$ cat config.mk
export PLATFORM = sky130hd
export DESIGN_NAME = masked_byte_pattern_search_core
export DESIGN_NICKNAME = d
export VERILOG_FILES = /design/src/rtl/mbps_pkg.sv /design/src/rtl/masked_byte_pattern_search_core.sv /design/src/rtl/mbps_regs.sv /design/src/rtl/mbps_lane.sv
export VERILOG_INCLUDE_DIRS = /design/src /design/src/rtl
export SDC_FILE = /design/constraint.sdc
export NUM_CORES = 2
export LEC_CHECK = 0
export ABC_AREA = 1
export BUFFER_PORTS_ARGS = -buffer_cell sky130_fd_sc_hd__clkbuf_2
export CORE_MARGIN = 1.5
export CORE_UTILIZATION = 29
export DETAILED_ROUTE_END_ITERATION = 8
export GPL_ROUTABILITY_DRIVEN = 0
export SETUP_SLACK_MARGIN = 0.5
export SLEW_MARGIN = 20
export SYNTH_ARGS = -nofsm -noshare
export SYNTH_HDL_FRONTEND = slang
export SYNTH_SLANG_ARGS = --single-unit
$ cat constraint.sdc
create_clock -name clock -period 12.1 [get_ports clock]
set_input_delay 0.605 -clock clock [delete_from_list [all_inputs] [get_ports clock]]
set_output_delay 0.605 -clock clock [all_outputs]
set_load 0.02 [all_outputs]
$ cat src/rtl/masked_byte_pattern_search_core_assert.svh
// Assertion macros used by the masked byte pattern search core RTL.
// Define NO_ASSERTIONS to compile the macros to nothing.
`ifndef MASKED_BYTE_PATTERN_SEARCH_CORE_ASSERT_SVH
`define MASKED_BYTE_PATTERN_SEARCH_CORE_ASSERT_SVH
`ifndef NO_ASSERTIONS
`define MBPS_ASSERT_NOW(label, clk, rst, ante, cons) \
   label: assert property (@(posedge clk) disable iff (rst) (ante) |-> (cons)) \
      else $error("mbps assertion failed");
`define MBPS_ASSERT_NEXT(label, clk, rst, ante, cons) \
   label: assert property (@(posedge clk) disable iff (rst) (ante) |=> (cons)) \
      else $error("mbps assertion failed");
`else
`define MBPS_ASSERT_NOW(label, clk, rst, ante, cons)
`define MBPS_ASSERT_NEXT(label, clk, rst, ante, cons)
`endif
`endif

$ cat src/rtl/mbps_pkg.sv
// Package for the masked byte pattern search core: sizes, register codes,
// transaction payload types and per-lane types. No dependencies.
package mbps_pkg;

   localparam int MAX_PATTERN       = 48;
   localparam int OFFSET_BITS       = 32;
   localparam int REG_BYTES         = 48;
   localparam int NUM_PAT_REGS      = 6;
   localparam int LEN_BITS          = $clog2(MAX_PATTERN + 1);
   localparam int LENGTH_REG_BITS   = 6;
   localparam int CARE_REG_BITS     = 48;
   localparam int CSR_DATA_BITS     = 64;
   localparam int CSR_INDEX_BITS    = 3;
   localparam int CSR_ADDR_BITS     = CSR_INDEX_BITS + 3;
   localparam int OFFSET_FIELD_BITS = 32;

   localparam logic [CSR_INDEX_BITS-1:0] REG_PATTERN_0      = 3'd0;
   localparam logic [CSR_INDEX_BITS-1:0] REG_PATTERN_5      = 3'd5;
   localparam logic [CSR_INDEX_BITS-1:0] REG_CARE_MASK      = 3'd6;
   localparam logic [CSR_INDEX_BITS-1:0] REG_PATTERN_LENGTH = 3'd7;

   typedef struct packed {
      logic [7:0] data_byte;
      logic       is_last;
   } req_payload_type;

   typedef struct packed {
      logic                         found;
      logic [OFFSET_FIELD_BITS-1:0] match_offset;
   } rsp_payload_type;

   typedef struct packed {
      logic [7:0] pattern_byte;
      logic       care;
      logic       need;
   } lane_pat_type;

   typedef struct packed {
      logic shift;
      logic clear;
   } lane_ctrl_type;

endpackage

$ cat src/rtl/masked_byte_pattern_search_core.sv
// Masked byte pattern search core: a chain of MAX_PATTERN window lanes
// shifted once per accepted byte, tested in parallel against the aligned
// pattern. One byte per cycle unless the output stalls; the result is
// registered via stage A for the byte ending the match or the region.
// The compare across all lanes and its AND reduction set the cycle time.
// Reset (synchronous): pattern and care cleared, length 1, scan restarted.
module masked_byte_pattern_search_core (
   input  logic                                clock,
   input  logic                                reset,
   input  logic                                req_valid,
   output logic                                req_ready,
   input  mbps_pkg::req_payload_type           req_payload,
   output logic                                rsp_valid,
   input  logic                                rsp_ready,
   output mbps_pkg::rsp_payload_type           rsp_payload,
   input  logic                                csr_psel,
   input  logic                                csr_penable,
   input  logic                                csr_pwrite,
   input  logic [mbps_pkg::CSR_ADDR_BITS-1:0]  csr_paddr,
   input  logic [mbps_pkg::CSR_DATA_BITS-1:0]  csr_pwdata,
   output logic [mbps_pkg::CSR_DATA_BITS-1:0]  csr_prdata,
   output logic                                csr_pready
);
   import mbps_pkg::*;
`include "masked_byte_pattern_search_core_assert.svh"

   lane_pat_type [MAX_PATTERN-1:0] lane_pat;
   logic [LEN_BITS-1:0]            len_eff;

   logic [7:0]             lane_byte [MAX_PATTERN];
   logic [MAX_PATTERN-1:0] lane_valid;
   logic [MAX_PATTERN-1:0] lane_ok;

   logic                   a_valid_ff, a_valid_in;
   logic                   a_last_ff;
   logic [OFFSET_BITS-1:0] a_pos_ff;
   logic [OFFSET_BITS-1:0] pos_ff;
   logic                   match_seen_ff, match_seen_in;
   logic                   out_valid_ff, out_valid_in;
   rsp_payload_type        out_payload_ff;

   logic                   req_accept;
   logic                   b_fire;
   logic                   window_match;
   logic                   hit;
   logic                   miss_end;
   logic                   emit;
   logic [OFFSET_BITS-1:0] start_pos;

   mbps_regs u_regs (
      .clock       (clock),
      .reset       (reset),
      .csr_psel    (csr_psel),
      .csr_penable (csr_penable),
      .csr_pwrite  (csr_pwrite),
      .csr_paddr   (csr_paddr),
      .csr_pwdata  (csr_pwdata),
      .csr_prdata  (csr_prdata),
      .csr_pready  (csr_pready),
      .lane_pat    (lane_pat),
      .len_eff     (len_eff)
   );

   for (genvar k = 0; k < MAX_PATTERN; k++) begin : g_lane
      lane_ctrl_type ctrl;
      logic [7:0]    up_byte;
      logic          up_valid;

      if (k == 0) begin : g_head
         assign ctrl.shift = req_accept;
         assign ctrl.clear = 1'b0;
         assign up_byte    = req_payload.data_byte;
         assign up_valid   = 1'b1;
      end else begin : g_body
         assign ctrl.shift = req_accept;
         assign ctrl.clear = a_last_ff;
         assign up_byte    = lane_byte[k-1];
         assign up_valid   = lane_valid[k-1];
      end

      mbps_lane u_lane (
         .clock     (clock),
         .reset     (reset),
         .ctrl      (ctrl),
         .up_byte   (up_byte),
         .up_valid  (up_valid),
         .pat       (lane_pat[k]),
         .byte_out  (lane_byte[k]),
         .valid_out (lane_valid[k]),
         .ok        (lane_ok[k])
      );
   end

   assign b_fire     = a_valid_ff && (!out_valid_ff || rsp_ready);
   assign req_ready  = !reset && (!a_valid_ff || b_fire);
   assign req_accept = req_valid && req_ready;

   assign window_match = &lane_ok;
   assign hit          = window_match && !match_seen_ff;
   assign miss_end     = a_last_ff && !match_seen_ff && !window_match;
   assign emit         = b_fire && (hit || miss_end);
   assign start_pos    = a_pos_ff - OFFSET_BITS'(len_eff) + OFFSET_BITS'(1);

   always_comb begin
      a_valid_in = a_valid_ff;
      if (req_accept) begin
         a_valid_in = 1'b1;
      end else if (b_fire) begin
         a_valid_in = 1'b0;
      end
      match_seen_in = match_seen_ff;
      if (b_fire) begin
         match_seen_in = a_last_ff ? 1'b0 : (match_seen_ff || hit);
      end
      out_valid_in = out_valid_ff;
      if (emit) begin
         out_valid_in = 1'b1;
      end else if (rsp_ready) begin
         out_valid_in = 1'b0;
      end
   end

   always_ff @(posedge clock) begin
      if (reset) begin
         a_valid_ff    <= 1'b0;
         a_last_ff     <= 1'b0;
         pos_ff        <= '0;
         match_seen_ff <= 1'b0;
         out_valid_ff  <= 1'b0;
      end else begin
         a_valid_ff    <= a_valid_in;
         match_seen_ff <= match_seen_in;
         out_valid_ff  <= out_valid_in;
         if (req_accept) begin
            a_last_ff <= req_payload.is_last;
            pos_ff    <= req_payload.is_last ? '0 : pos_ff + OFFSET_BITS'(1);
         end
      end
   end

   always_ff @(posedge clock) begin
      if (req_accept) begin
         a_pos_ff <= pos_ff;
      end
      if (emit) begin
         out_payload_ff.found        <= hit;
         out_payload_ff.match_offset <= hit ? OFFSET_FIELD_BITS'(start_pos) : '0;
      end
   end

   assign rsp_valid   = out_valid_ff;
   assign rsp_payload = out_payload_ff;

   `MBPS_ASSERT_NOW(a_no_result_overwrite, clock, reset, emit, !out_valid_ff || rsp_ready)
   `MBPS_ASSERT_NEXT(a_region_end_clears, clock, reset, b_fire && a_last_ff, !match_seen_ff)
   `MBPS_ASSERT_NEXT(a_hit_sets_seen, clock, reset, b_fire && hit && !a_last_ff, match_seen_ff)
   `MBPS_ASSERT_NOW(a_miss_offset_zero, clock, reset, rsp_valid && !rsp_payload.found, rsp_payload.match_offset == '0)

endmodule

$ cat src/rtl/mbps_regs.sv
// Configuration registers of the masked byte pattern search core (APB-style
// port) and the per-lane pattern alignment. Depends on mbps_pkg.
module mbps_regs (
   input  logic                                  clock,
   input  logic                                  reset,
   input  logic                                  csr_psel,
   input  logic                                  csr_penable,
   input  logic                                  csr_pwrite,
   input  logic [mbps_pkg::CSR_ADDR_BITS-1:0]    csr_paddr,
   input  logic [mbps_pkg::CSR_DATA_BITS-1:0]    csr_pwdata,
   output logic [mbps_pkg::CSR_DATA_BITS-1:0]    csr_prdata,
   output logic                                  csr_pready,
   output mbps_pkg::lane_pat_type [mbps_pkg::MAX_PATTERN-1:0] lane_pat,
   output logic [mbps_pkg::LEN_BITS-1:0]         len_eff
);
   import mbps_pkg::*;

   logic [CSR_DATA_BITS-1:0]   pattern_ff [NUM_PAT_REGS];
   logic [CARE_REG_BITS-1:0]   care_ff;
   logic [LENGTH_REG_BITS-1:0] length_ff;

   logic [CSR_INDEX_BITS-1:0]  csr_index;
   logic                       csr_write;

   logic [LEN_BITS-1:0]        len_in;
   logic [LEN_BITS-1:0]        len_ff;
   logic [LEN_BITS-1:0]        shift_bytes;
   logic [MAX_PATTERN*8-1:0]   rev_pat;
   logic [MAX_PATTERN-1:0]     rev_care;
   logic [MAX_PATTERN*8-1:0]   al_pat;
   logic [MAX_PATTERN-1:0]     al_care;
   lane_pat_type [MAX_PATTERN-1:0] lane_pat_in;
   lane_pat_type [MAX_PATTERN-1:0] lane_pat_ff;

   assign csr_index  = csr_paddr[CSR_ADDR_BITS-1:3];
   assign csr_write  = csr_psel && csr_penable && csr_pwrite;
   assign csr_pready = 1'b1;

   always_ff @(posedge clock) begin
      if (reset) begin
         for (int i = 0; i < NUM_PAT_REGS; i++) begin
            pattern_ff[i] <= '0;
         end
         care_ff   <= '0;
         length_ff <= LENGTH_REG_BITS'(1);
      end else if (csr_write) begin
         case (csr_index) inside
            [REG_PATTERN_0:REG_PATTERN_5]: pattern_ff[csr_index] <= csr_pwdata;
            REG_CARE_MASK:      care_ff   <= csr_pwdata[CARE_REG_BITS-1:0];
            REG_PATTERN_LENGTH: length_ff <= csr_pwdata[LENGTH_REG_BITS-1:0];
            default: ;
         endcase
      end
   end

   always_comb begin
      case (csr_index) inside
         [REG_PATTERN_0:REG_PATTERN_5]: csr_prdata = pattern_ff[csr_index];
         REG_CARE_MASK:      csr_prdata = CSR_DATA_BITS'(care_ff);
         REG_PATTERN_LENGTH: csr_prdata = CSR_DATA_BITS'(length_ff);
         default:            csr_prdata = '0;
      endcase
   end

   always_comb begin
      if (length_ff == '0) begin
         len_in = LEN_BITS'(1);
      end else if (LEN_BITS'(length_ff) > LEN_BITS'(MAX_PATTERN)) begin
         len_in = LEN_BITS'(MAX_PATTERN);
      end else begin
         len_in = LEN_BITS'(length_ff);
      end
   end

   // Reverse the pattern, then shift so lane k faces pattern byte len-1-k.
   always_comb begin
      for (int i = 0; i < MAX_PATTERN; i++) begin
         if (MAX_PATTERN - 1 - i < REG_BYTES) begin
            rev_pat[8*i +: 8] =
               pattern_ff[(MAX_PATTERN-1-i)/8][8*((MAX_PATTERN-1-i)%8) +: 8];
            rev_care[i] = care_ff[MAX_PATTERN-1-i];
         end else begin
            rev_pat[8*i +: 8] = 8'h00;
            rev_care[i]       = 1'b0;
         end
      end
      shift_bytes = LEN_BITS'(MAX_PATTERN) - len_in;
      al_pat      = rev_pat >> {shift_bytes, 3'b000};
      al_care     = rev_care >> shift_bytes;
      for (int k = 0; k < MAX_PATTERN; k++) begin
         lane_pat_in[k].pattern_byte = al_pat[8*k +: 8];
         lane_pat_in[k].care         = al_care[k];
         lane_pat_in[k].need         = (LEN_BITS'(k) < len_in);
      end
   end

   always_ff @(posedge clock) begin
      lane_pat_ff <= lane_pat_in;
      len_ff      <= len_in;
   end

   assign lane_pat = lane_pat_ff;
   assign len_eff  = len_ff;

endmodule

$ cat src/rtl/mbps_lane.sv
// One window lane of the masked byte pattern search core: holds a byte and
// its valid bit, hands both on, and tests them against its pattern byte.
// Depends on mbps_pkg.
module mbps_lane (
   input  logic                   clock,
   input  logic                   reset,
   input  mbps_pkg::lane_ctrl_type ctrl,
   input  logic [7:0]             up_byte,
   input  logic                   up_valid,
   input  mbps_pkg::lane_pat_type pat,
   output logic [7:0]             byte_out,
   output logic                   valid_out,
   output logic                   ok
);
   import mbps_pkg::*;

   logic [7:0] byte_ff;
   logic       valid_ff;

   always_ff @(posedge clock) begin
      if (ctrl.shift) begin
         byte_ff <= up_byte;
      end
   end

   always_ff @(posedge clock) begin
      if (reset) begin
         valid_ff <= 1'b0;
      end else if (ctrl.shift) begin
         valid_ff <= up_valid && !ctrl.clear;
      end
   end

   assign byte_out  = byte_ff;
   assign valid_out = valid_ff;
   assign ok = !pat.need || (valid_ff && (!pat.care || (byte_ff == pat.pattern_byte)));

endmodule

==> metrics.txt <==
# TYPE chip_impl_metric gauge
chip_impl_info{name="run_status",value="completed"} 1
chip_impl_metric{name="port_buffers",unit=""} 181
chip_impl_metric{name="antenna_violating_nets_post_route",unit=""} 0
chip_impl_metric{name="synth.net_count",unit=""} 10560
chip_impl_metric{name="yosysWarningCount",unit=""} 0
chip_impl_metric{name="post_cts_resize_count",unit=""} 0
chip_impl_metric{name="fp.dieW",unit="µm"} 526.1
chip_impl_metric{name="number_of_antenna_violations_at_the_first_check_in_global_routing",unit=""} 7
chip_impl_metric{name="finalCritPeriodShare",unit=""} 0.5222
chip_impl_metric{name="tritoncts.num_buffers",unit=""} 164
chip_impl_info{name="critical_path.endpoint_type",value="flip-flop"} 1
chip_impl_metric{name="worst_clock_skew",unit="ps"} 84.28
chip_impl_metric{name="fillers",unit=""} 29150
chip_impl_metric{name="number_of_flops_mapped_to_enable_cells_by_yosys",unit=""} 833
chip_impl_metric{name="drt_wl_total",unit="mm"} 302.1
chip_impl_info{name="uppermost_routed_layer",value="met5"} 1
chip_impl_metric{name="clkSinkCount",unit=""} 1456
chip_impl_metric{name="clock_latency_late_sink",unit="ps"} 880
chip_impl_info{name="cts_tree",value="yes"} 1
chip_impl_info{name="yosysTopAreaCell",value="sky130_fd_sc_hd__edfxtp_1"} 1
chip_impl_metric{name="yosysTopAreaCellShare",unit=""} 0.3152
chip_impl_info{name="area_contributors_post_synth",value="sky130_fd_sc_hd__edfxtp_1, sky130_fd_sc_hd__dfxtp_1, sky130_fd_sc_hd__nand2_1"} 1
chip_impl_metric{name="synth-async-reset-ratio",unit=""} 0
chip_impl_metric{name="hold_violations",unit=""} 0
chip_impl_metric{name="drt-vias-per-instance",unit=""} 5.080
chip_impl_metric{name="post_synth.cell_area_avg",unit="µm²"} 7.609
chip_impl_metric{name="chipHeight",unit="µm"} 526.1
chip_impl_info{name="cts_root_buffer",value="sky130_fd_sc_hd__clkbuf_16"} 1
chip_impl_metric{name="synth_area",unit="µm²"} 79350
chip_impl_metric{name="largest_net_degree_at_the_start_of_global_routing",unit=""} 255
chip_impl_metric{name="register_area",unit="µm²"} 37490
chip_impl_metric{name="groute.usage.overall",unit=""} 0.2101
chip_impl_metric{name="pin_count",unit=""} 186
chip_impl_metric{name="period_needed",unit="ps"} 6319
chip_impl_metric{name="worst_margin_pin_slew",unit="ps"} 1181
chip_impl_metric{name="cp_max_fo",unit=""} 128
chip_impl_metric{name="estimated_wirelength_of_the_detail_placed_design",unit="mm"} 222.0
chip_impl_metric{name="dieArea",unit="µm²"} 276800
chip_impl_info{name="critPathSlowestCell",value="sky130_fd_sc_hd__dfxtp_1"} 1
chip_impl_metric{name="drv_slew",unit=""} 0
chip_impl_metric{name="power.density",unit="nW/µm²"} 135.2
chip_impl_metric{name="routed-wl-met3",unit="mm"} 32.02
chip_impl_metric{name="crit_arrival",unit="ps"} 7030
chip_impl_info{name="worstSetupStartpoint",value="u_regs.length_ff[5]"} 1
chip_impl_metric{name="cts.repair_timing.setup_buffer_count",unit=""} 0
chip_impl_metric{name="slew-limit-headroom",unit=""} 0.2046
chip_impl_info{name="worstPathCellList",value="nor2_4 -> nand4_2 -> nand2_8 -> inv_2 -> buf_4 -> ha_4 -> inv_8 -> buf_4 -> buf_4 -> nand2_1 -> o21ai_1 -> nor2_1 -> a31oi_1 -> nand2_1 -> nand2_1 -> nand2_1 -> o21ai_1"} 1
chip_impl_metric{name="remaining_drc_errors",unit=""} 0
chip_impl_metric{name="critical-path-max-stage-delay",unit="ps"} 930
chip_impl_metric{name="vdd_drop_max",unit="µV"} 117.1
chip_impl_metric{name="cp.buffers_inverters",unit=""} 5
chip_impl_info{name="synth_flop_cell",value="sky130_fd_sc_hd__edfxtp_1"} 1
chip_impl_metric{name="initial_core_util",unit=""} 0.2923
chip_impl_metric{name="clock_tree.htree_level_count",unit=""} 4
chip_impl_metric{name="power_leakage",unit="µW"} 0.03528
chip_impl_metric{name="maxClockFrequency",unit="MHz"} 158.3
chip_impl_metric{name="vias_in_the_first_global_route",unit=""} 61740
chip_impl_metric{name="holdBufCountCts",unit=""} 8
chip_impl_metric{name="finalSetupTns",unit="ps"} 0
chip_impl_metric{name="drt-initial-drc-count",unit=""} 10840
chip_impl_metric{name="drt-wirelength-per-cell",unit="µm"} 21.75
chip_impl_metric{name="met2_wirelength",unit="mm"} 123.2
chip_impl_info{name="unrepaired_setup_endpoints_after_global_routing",value="false"} 1
chip_impl_metric{name="synth.yosys.seq_area_share",unit=""} 0.4724
chip_impl_metric{name="final-setup-viol-count",unit=""} 0
chip_impl_info{name="path_class",value="reg -> reg"} 1
chip_impl_metric{name="drt_pre_antenna_iters",unit=""} 7
chip_impl_metric{name="multi_input_comb_area",unit="µm²"} 34910
chip_impl_metric{name="hold_slack_final",unit="ps"} 101.7
chip_impl_info{name="hp-class",value="in -> reg"} 1
chip_impl_metric{name="nNetsFinal",unit=""} 10310
chip_impl_metric{name="worst_ep_required_time",unit="ps"} 12810
chip_impl_metric{name="clkTransAtPathRegs",unit="ps"} 60
chip_impl_info{name="critical_path.top_delay_family",value="buffers and inverters"} 1
chip_impl_metric{name="core_area",unit="µm²"} 271500
chip_impl_metric{name="routed_metal_1_wire_length",unit="mm"} 127.5
chip_impl_metric{name="grt_first_pass_wirelength",unit="mm"} 430.1
chip_impl_metric{name="syn-instance-count",unit=""} 10430
chip_impl_info{name="min-delay-start",value="csr_pwdata[28]"} 1
chip_impl_metric{name="detailed_route_via_count",unit=""} 70560
chip_impl_metric{name="synth_cell_types",unit=""} 55
chip_impl_info{name="r2r-start",value="u_regs.length_ff[5]"} 1
chip_impl_info{name="start_kind",value="flip-flop"} 1
chip_impl_metric{name="globalRoute.totalOverflow",unit=""} 0
chip_impl_metric{name="area_growth_syn_to_layout",unit="%"} 10.62
chip_impl_metric{name="drv_cap",unit=""} 0
chip_impl_metric{name="postSynthRegisterBits",unit=""} 1456
chip_impl_metric{name="cts_buffer_depth",unit=""} 4
chip_impl_info{name="cpMostUsedCell",value="sky130_fd_sc_hd__nand2_1"} 1
chip_impl_metric{name="rows",unit=""} 191
chip_impl_metric{name="drive_gt1_frac",unit=""} 0.06340
[report_power, final]
group | total (µW) | internal, µW | switching, µW
combinational | 1410 | 362 | 1050
sequential | 5520 | 5400 | 117
clock | 4940 | 2790 | 2150
total | 11900 | 8550 | 3310
[state kept, by name (all words and copies together) (netlist names)]
register	cells
rsp_valid	1
g_lane.u_lane.valid_out	48
rsp_payload	33
match_seen_ff	1
pos_ff	32
u_regs.len_eff	5
u_regs.care_ff	48
a_valid_ff	1
g_lane.u_lane.byte_out	384
a_last_ff	1
u_regs.lane_pat	480
u_regs.length_ff	6
u_regs.pattern_ff	384
a_pos_ff	32
[final timing paths]
path,end,slack (ps),cells past startpoint
worst max-delay path,u_regs.lane_pat[8],5780,17
worst min-delay path,u_regs.care_ff[28],100,3
worst max register to register,u_regs.lane_pat[8],5780,17
worst min register to register,g_lane[45].u_lane.byte_out[5],420,0
[worst reg2reg max path, delay by kind of cell, from the launching register on]
kind                     cells  cell delay [ps]
AND/OR/NAND/NOR              8             1180
buffers and inverters        5             2750
AO/OA/AOI/OAI                3              850
flip-flops                   1              930
adder cells (fa/ha/maj)      1              450
[layout make-up]
class                      instances  area share
clock inverter                    84    0.008495
timing repair buffer             266     0.01974
sequential                      1456      0.4270
multi-input combinational       7246      0.3977
clock buffer                     210     0.05036
inverter                        1053     0.04560
antenna                            5   0.0001425
tap                             3570     0.05089
[cells in the mapped netlist (24+ instances only)]
master	instances
sky130_fd_sc_hd__o22ai_1	75
sky130_fd_sc_hd__nand2_1	2840
sky130_fd_sc_hd__o21ai_0	1015
sky130_fd_sc_hd__a31oi_1	28
sky130_fd_sc_hd__clkbuf_1	289
sky130_fd_sc_hd__or2_1	52
sky130_fd_sc_hd__or2_2	89
sky130_fd_sc_hd__mux2i_1	74
sky130_fd_sc_hd__nor3_1	70
sky130_fd_sc_hd__xnor2_1	326
sky130_fd_sc_hd__nor2_1	948
sky130_fd_sc_hd__o211ai_1	155
sky130_fd_sc_hd__edfxtp_1	833
sky130_fd_sc_hd__nand3_1	570
sky130_fd_sc_hd__buf_1	83
sky130_fd_sc_hd__o21ai_1	413
sky130_fd_sc_hd__inv_1	1032
sky130_fd_sc_hd__nand4_1	49
sky130_fd_sc_hd__o221ai_1	25
sky130_fd_sc_hd__ha_1	39
sky130_fd_sc_hd__buf_6	25
sky130_fd_sc_hd__a21oi_1	313
sky130_fd_sc_hd__o21a_1	24
sky130_fd_sc_hd__buf_2	237
sky130_fd_sc_hd__buf_4	40
sky130_fd_sc_hd__dfxtp_1	623
[routing by layer]
| layer | vias up | GRT usage |
|---|---|---|
| li1 | 33640 | - |
| met4 | 4 | 0.1174 |
| met3 | 520 | 0.03724 |
| met2 | 3831 | 0.2997 |
| met1 | 32560 | 0.2969 |
| met5 | - | 0 |
[stage by stage]
stage          cells  cell area (µm²)  total power, µW    util  setup slack (ps)
2_1_floorplan  10430            79350             6444       -              1065
3_3_place_gp   13580            82520             6974  0.3040              6078
3_5_place_dp   13580            82520             6981  0.3040              6039
4_1_cts        13890            87770            11870  0.3233              6008
5_1_grt        13890            87770            12200  0.3233              5538
6_report       13890            87780            11870  0.3233              5781
[kinds of logic after synthesis]
group	Yosys count	share of synthesized area
simple gates	4679	0.2400
compound gates	2115	0.1449
buf+inv	1727	0.08972
flops	1456	0.4724
xor+xnor	337	0.03719
mux	74	0.009334
fa+ha+maj	40	0.006401
other cells	1	0.00004726
[cell usage in the layout (no fill, tap or decap), drive strengths merged, types with 74 or more instances in the layout]
cell type,synthesis,layout
a21oi,314,314
buf,385,78
clkbuf,289,390
dfxtp,623,623
edfxtp,833,833
inv,1053,1063
mux2i,74,74
nand2,2844,2844
nand3,571,571
nor2,957,957
nor3,74,74
o211ai,155,155
o21ai,1430,1430
o22ai,75,75
or2,154,154
xnor2,326,326
Note: power is estimated with default switching activity, not from simulation.
